## src/hdl/csched_pkg.sv

```systemverilog
// ----------------------------------------------------------------------------
// csched_pkg: shared types and constants of the process scheduler
// Process record, list-cell control, state codes and result kinds.
// ----------------------------------------------------------------------------
`default_nettype none
package csched_pkg;

	localparam int SLOTS = 16;
	localparam int CNT_W = $clog2(SLOTS + 1);
	localparam logic [7:0] QUANTUM_RESET = 8'd10;

	localparam logic [1:0] CFG_ALGORITHM = 2'd0;
	localparam logic [1:0] CFG_PREEMPT   = 2'd1;
	localparam logic [1:0] CFG_QUANTUM   = 2'd2;

	localparam logic [1:0] ALG_FCFS  = 2'd0;
	localparam logic [1:0] ALG_SJF   = 2'd1;
	localparam logic [1:0] ALG_PRIO  = 2'd2;
	localparam logic [1:0] ALG_RR    = 2'd3;

	localparam logic [1:0] KIND_TERM   = 2'd0;
	localparam logic [1:0] KIND_STATUS = 2'd1;
	localparam logic [1:0] KIND_ACK    = 2'd2;

	localparam logic CMD_ARRIVAL = 1'b0;

	typedef struct packed {
		logic [7:0]  id;
		logic [7:0]  cpu_left;
		logic [7:0]  io_left;
		logic [7:0]  prio;
		logic [15:0] stamp;
		logic [15:0] wt;
		logic [15:0] tt;
	} proc_rec_t;

	typedef enum logic [1:0] {
		SEL_KEEP,
		SEL_NEXT,
		SEL_EXT
	} cell_sel_t;

	typedef struct packed {
		cell_sel_t sel;
		logic      age;
	} cell_ctrl_t;

	typedef enum logic [2:0] {
		ST_IDLE,
		ST_SCAN,
		ST_DECIDE,
		ST_WAITROT,
		ST_RUN,
		ST_STATUS
	} state_t;

	function automatic logic [15:0] sat_inc16(input logic [15:0] v);
		return (v == 16'hFFFF) ? v : v + 16'd1;
	endfunction

endpackage
`default_nettype wire

```

## src/hdl/csched_cell.sv

```systemverilog
// ----------------------------------------------------------------------------
// csched_cell: one list entry
// Holds a process record; keeps it, takes its neighbor's or an external one,
// and optionally ages the waiting and turnaround counters.
// ----------------------------------------------------------------------------
`default_nettype none
module csched_cell (
	input  wire logic                   clk,
	input  wire csched_pkg::cell_ctrl_t ctrl,
	input  wire csched_pkg::proc_rec_t  next_rec,
	input  wire csched_pkg::proc_rec_t  ext_rec,
	output csched_pkg::proc_rec_t       rec
);
	import csched_pkg::*;

	proc_rec_t rec_q;
	proc_rec_t src;
	proc_rec_t upd;

	always_comb begin
		case (ctrl.sel)
			SEL_NEXT: src = next_rec;
			SEL_EXT:  src = ext_rec;
			default:  src = rec_q;
		endcase
		upd = src;
		if (ctrl.age) begin
			upd.wt = sat_inc16(src.wt);
			upd.tt = sat_inc16(src.tt);
		end
	end

	always_ff @(posedge clk) begin
		rec_q <= upd;
	end

	assign rec = rec_q;
endmodule
`default_nettype wire

```

## config.mk

```make
export PLATFORM = sky130hd
export DESIGN_NAME = csched_cell
export DESIGN_NICKNAME = d
export VERILOG_FILES = /design/src/hdl/csched_pkg.sv /design/src/hdl/csched_cell.sv
export SDC_FILE = /design/constraint.sdc
export NUM_CORES = 1
export LEC_CHECK = 0
export ABC_AREA = 0
export BUFFER_PORTS_ARGS = -buffer_cell sky130_fd_sc_hd__buf_4
export CAP_MARGIN = 20
export CELL_PAD_IN_SITES_DETAIL_PLACEMENT = 1
export CELL_PAD_IN_SITES_GLOBAL_PLACEMENT = 2
export CORE_ASPECT_RATIO = 0.9
export CORE_MARGIN = 8
export CORE_UTILIZATION = 22
export CTS_BUF_LIST = sky130_fd_sc_hd__clkbuf_4 sky130_fd_sc_hd__clkbuf_8 sky130_fd_sc_hd__clkbuf_16
export DETAILED_ROUTE_END_ITERATION = 8
export PLACE_DENSITY_LB_ADDON = 0.2
export SLEW_MARGIN = 30
export SYNTH_ARGS = -nofsm -noshare
export SYNTH_HDL_FRONTEND = slang
export SYNTH_SLANG_ARGS = --single-unit
```

## constraint.sdc

```tcl
create_clock -name clk -period 3.8 [get_ports clk]
set_input_delay 0.95 -clock clk [delete_from_list [all_inputs] [get_ports clk]]
set_output_delay 0.95 -clock clk [all_outputs]
set_load 0.03 [all_outputs]
```

==> metrics.md <==
| Metric | Value |
|---|---|
| Iter 0 DRT Violations | `192` |
| P_int | `2.00 mW` |
| Area growth syn-to-layout | `57.2%` |
| Die Ht | `146 microns` |
| Sequential-to-total area share from yosys stat | `50.1%` |
| Max transition margin | `57.0%` |
| Post-layout instance area | `6530 sq um` |
| GRT Resource Usage Total | `13.8%` |
| Multi-input logic area | `1890 sq um` |
| Final Hold Fails | `0` |
| Post-Syn Instances | `413` |
| Crit path largest cell delay | `0.47 ns` |
| Hold_ws | `0.593 ns` |
| Nets@finish | `813` |
| Pin count of the biggest net entering global routing | `53` |
| XOR/XNOR share of the synthesized area | `3.80%` |
| Proportion of synthesized area in mux cells | `1.48%` |
| Crit. End Element | `flip-flop` |
| Main combinational cell family by area after synthesis | `simple AND/OR/NAND/NOR gates` |
| Fill count | `2,148` |
| Post-synth EDFFs | `48` |
| Clk_lat worst skew | `0.33 ns` |
| Max-slew violations | `0` |
| Routability cong. | `0.751` |
| Flops & latches, synth | `80` |
| Post-route ant nets | `0` |
| Count leader, synth | `nor2_1` |
| Clk slew on worst S/H paths | `0.07 ns` |
| Sw Pwr | `1.04 mW` |
| Synth Area in Adders | `0.904%` |
| Clock Power Share | `28.6%` |
| Drt pass-1 iters | `4` |
| Synth async-reset ratio | `0%` |
| Seq pwr share | `37.3%` |
| First-pass GRT wire length | `26,100 microns` |
| Resize count post-CTS | `0` |
| Post-synth top area share | `34.7%` |
| Synth top cells by count | `63 x nor2_1, 55 x a22oi_1, 48 x edfxtp_1` |
| Critical Path RT | `4.00 ns` |
| Cts bufs inserted | `9` |
| Status | `completed` |
| Count of cell types in the netlist | `45` |
| Critical path, cell by cell | `buf_4 -> inv_1 -> ha_2 -> buf_4 -> a22oi_1 -> o21ai_0 -> nand4_1 -> nor4_4 -> nor3_1 -> xor2_1` |
| Crit-path slowest cell | `nor4_4` |
| Leakage | `2.74 nW` |
| Die width | `161 microns` |
| Met1 global-route usage | `17.8%` |
| Worst IR drop on VDD | `0.181 mV` |
| PwrDens | `465 nW/um^2` |
| Synth Warn # | `0` |
| Clock Skews | `0.00711 ns` |
| Max Fclk | `0.315 GHz` |
| Max FFs per register | `80` |
| Drt via density | `4.62` |
| Post-DP Area | `6230 sq um` |
| Layer with the highest usage | `met2` |
| Leading area contributor after synthesis | `edfxtp_1` |
| Post-DP HPWL | `13,700 microns` |
| Worst slew pin tran | `0.645 ns` |
| Maxcap violations | `0` |
| Hold_sp | `rec[23]$_DFF_P_` |
| Via count | `4,136` |
| HP Class | `reg -> reg` |
| Initial core utilization | `22.5%` |
| Die Area | `23,500 sq um` |
| Antenna Diode Count | `0` |
| Post-layout util | `35.3%` |
| Max Fanout on Critical Path | `47` |
| Crit path DAT | `3.38 ns` |
| RR Startpoint | `rec[24]$_DFF_P_` |
| RSZ-0062 raised after global routing | `false` |
| Pre-CTS setup slack | `0.270 ns` |
| Met3 Use GR | `4.33%` |
| Initial antenna violation count | `0` |
| Clock tree root buffer cell | `clkbuf_16` |
| Row count | `47` |
| Bufs and invs on worst path | `3` |
| Switch share | `34.2%` |
| CORE AREA | `18,500 sq um` |
| Startpoint types | `primary input` |
| Avg Inst Size Synth | `10.1 sq um` |
| Crit Path Category | `in -> reg` |
| Input/output buffers | `243` |
| Post-CTS Setup Inserts | `0` |
| Syn_nets | `580` |
| Sequential Area | `2080 sq um` |
| Post-Synth Simple-Gate Area | `20.3%` |
| H-tree levels | `3` |
| Combinational share of power | `34.1%` |
| Clock sinks | `80` |
| Dominant synthesized flop cell | `edfxtp_1` |
| WL final | `16,800 microns` |
| Synthesized area | `4150 sq um` |
| DRC Markers | `0` |
| Post-Layout Cell Count | `896` |
| GR Overflow Total | `0` |
| Most used cell, CP | `buf_4` |
| TritonCTS clock tree | `yes` |
| Met2 Use GR | `22.1%` |
| Avg WL per Cell | `18.8 microns` |
| Layout cells sized above 1 | `44.7%` |
| Kind of cell adding the most delay to the critical path | `simple AND/OR/NAND/NOR gates` |
| Setup ws final | `0.625 ns` |
| Compound-Gate Fraction of Synth Area | `18.8%` |
| Final Critical Period | `3.18 ns` |
| Endpoints failing setup | `0` |
| Setup TNS Final | `0 ns` |
| Critical Path Source | `ctrl[2]` |
| Top cells by area, synth | `edfxtp_1 35%, dfxtp_1 15%, a22oi_1 9.9%, nor2_1 5.7%, a221oi_1 3.8%` |
| Final Power | `3.04 mW` |
| Period utilisation layout | `83.6%` |
| Clock Path Buffers | `2` |
| Placed Cells | `880` |
| Number of global-route vias before repair | `4,575` |
| Hold_buf cts | `0` |
| IO Pins | `244` |
## logic make-up (layout without fill, tap and decap cells)
kind of cell / count (synthesis) / after routing
and+or+nand+nor: 163 / 163
AOI/OAI and AO/OA: 105 / 105
DFF: 80 / 80
buffers and inverters: 38 / 276
xor gates and xnor gates: 18 / 18
muxes: 6 / 6
adders and majority gates: 3 / 3
## cell type report
type | count | area share (%)
sequential | 80 | 31.9
timing repair buffer | 255 | 29.5
multi-input combinational | 295 | 29.0
tap | 245 | 4.70
clock buffer | 9 | 3.45
clock inverter | 7 | 1.11
inverter | 5 | 0.307
## worst reg2reg max path: stages, from the launching register on
cell and delay (ns):
dfxtp_1 0.34, nor2b_1 0.06, or4_1 0.54, or3_1 0.51, nor4_4 0.47, nor3_1 0.13, xor2_1 0.16
## final timing paths
kind	end	slack [ns]	cells past startpoint
max	rec[18]$_DFF_P_	0.62	10
min	rec[23]$_DFF_P_	0.59	2
max reg2reg	rec[18]$_DFF_P_	1.46	6
min reg2reg	rec[23]$_DFF_P_	0.59	2
## cells in the final DEF, fill, tap and decap left out, drive strengths merged, types with 8 or more instances in the layout
| cell type | netlist | final |
|---|---|---|
| edfxtp | 48 | 48 |
| xor2 | 9 | 9 |
| o21ai | 13 | 13 |
| buf | 26 | 255 |
| nand2 | 19 | 19 |
| nor3 | 9 | 9 |
| nor2 | 63 | 63 |
| nor4 | 11 | 11 |
| nor2b | 21 | 21 |
| a221oi | 18 | 18 |
| a21oi | 8 | 8 |
| or2 | 14 | 14 |
| a22oi | 55 | 55 |
| dfxtp | 32 | 32 |
| xnor2 | 9 | 9 |
| clkbuf | 7 | 9 |
## power groups by stage
stage	Sequential (mW)	Combinational, mW	Clock (mW)
after floorplan	1.42	0.305	0
after global placement	1.15	1.04	0
after detailed placement	1.15	1.05	0
after CTS	1.14	1.05	0.899
after global routing	1.15	1.11	0.946
final	1.13	1.03	0.868
## per-layer routing
metal  up-vias  wire [microns]
li1       2009               -
met1      1940            7810
met2       177            7570
met3        10            1310
met4         0             144
met5         -               0
Power figures use the tool's default switching activity.
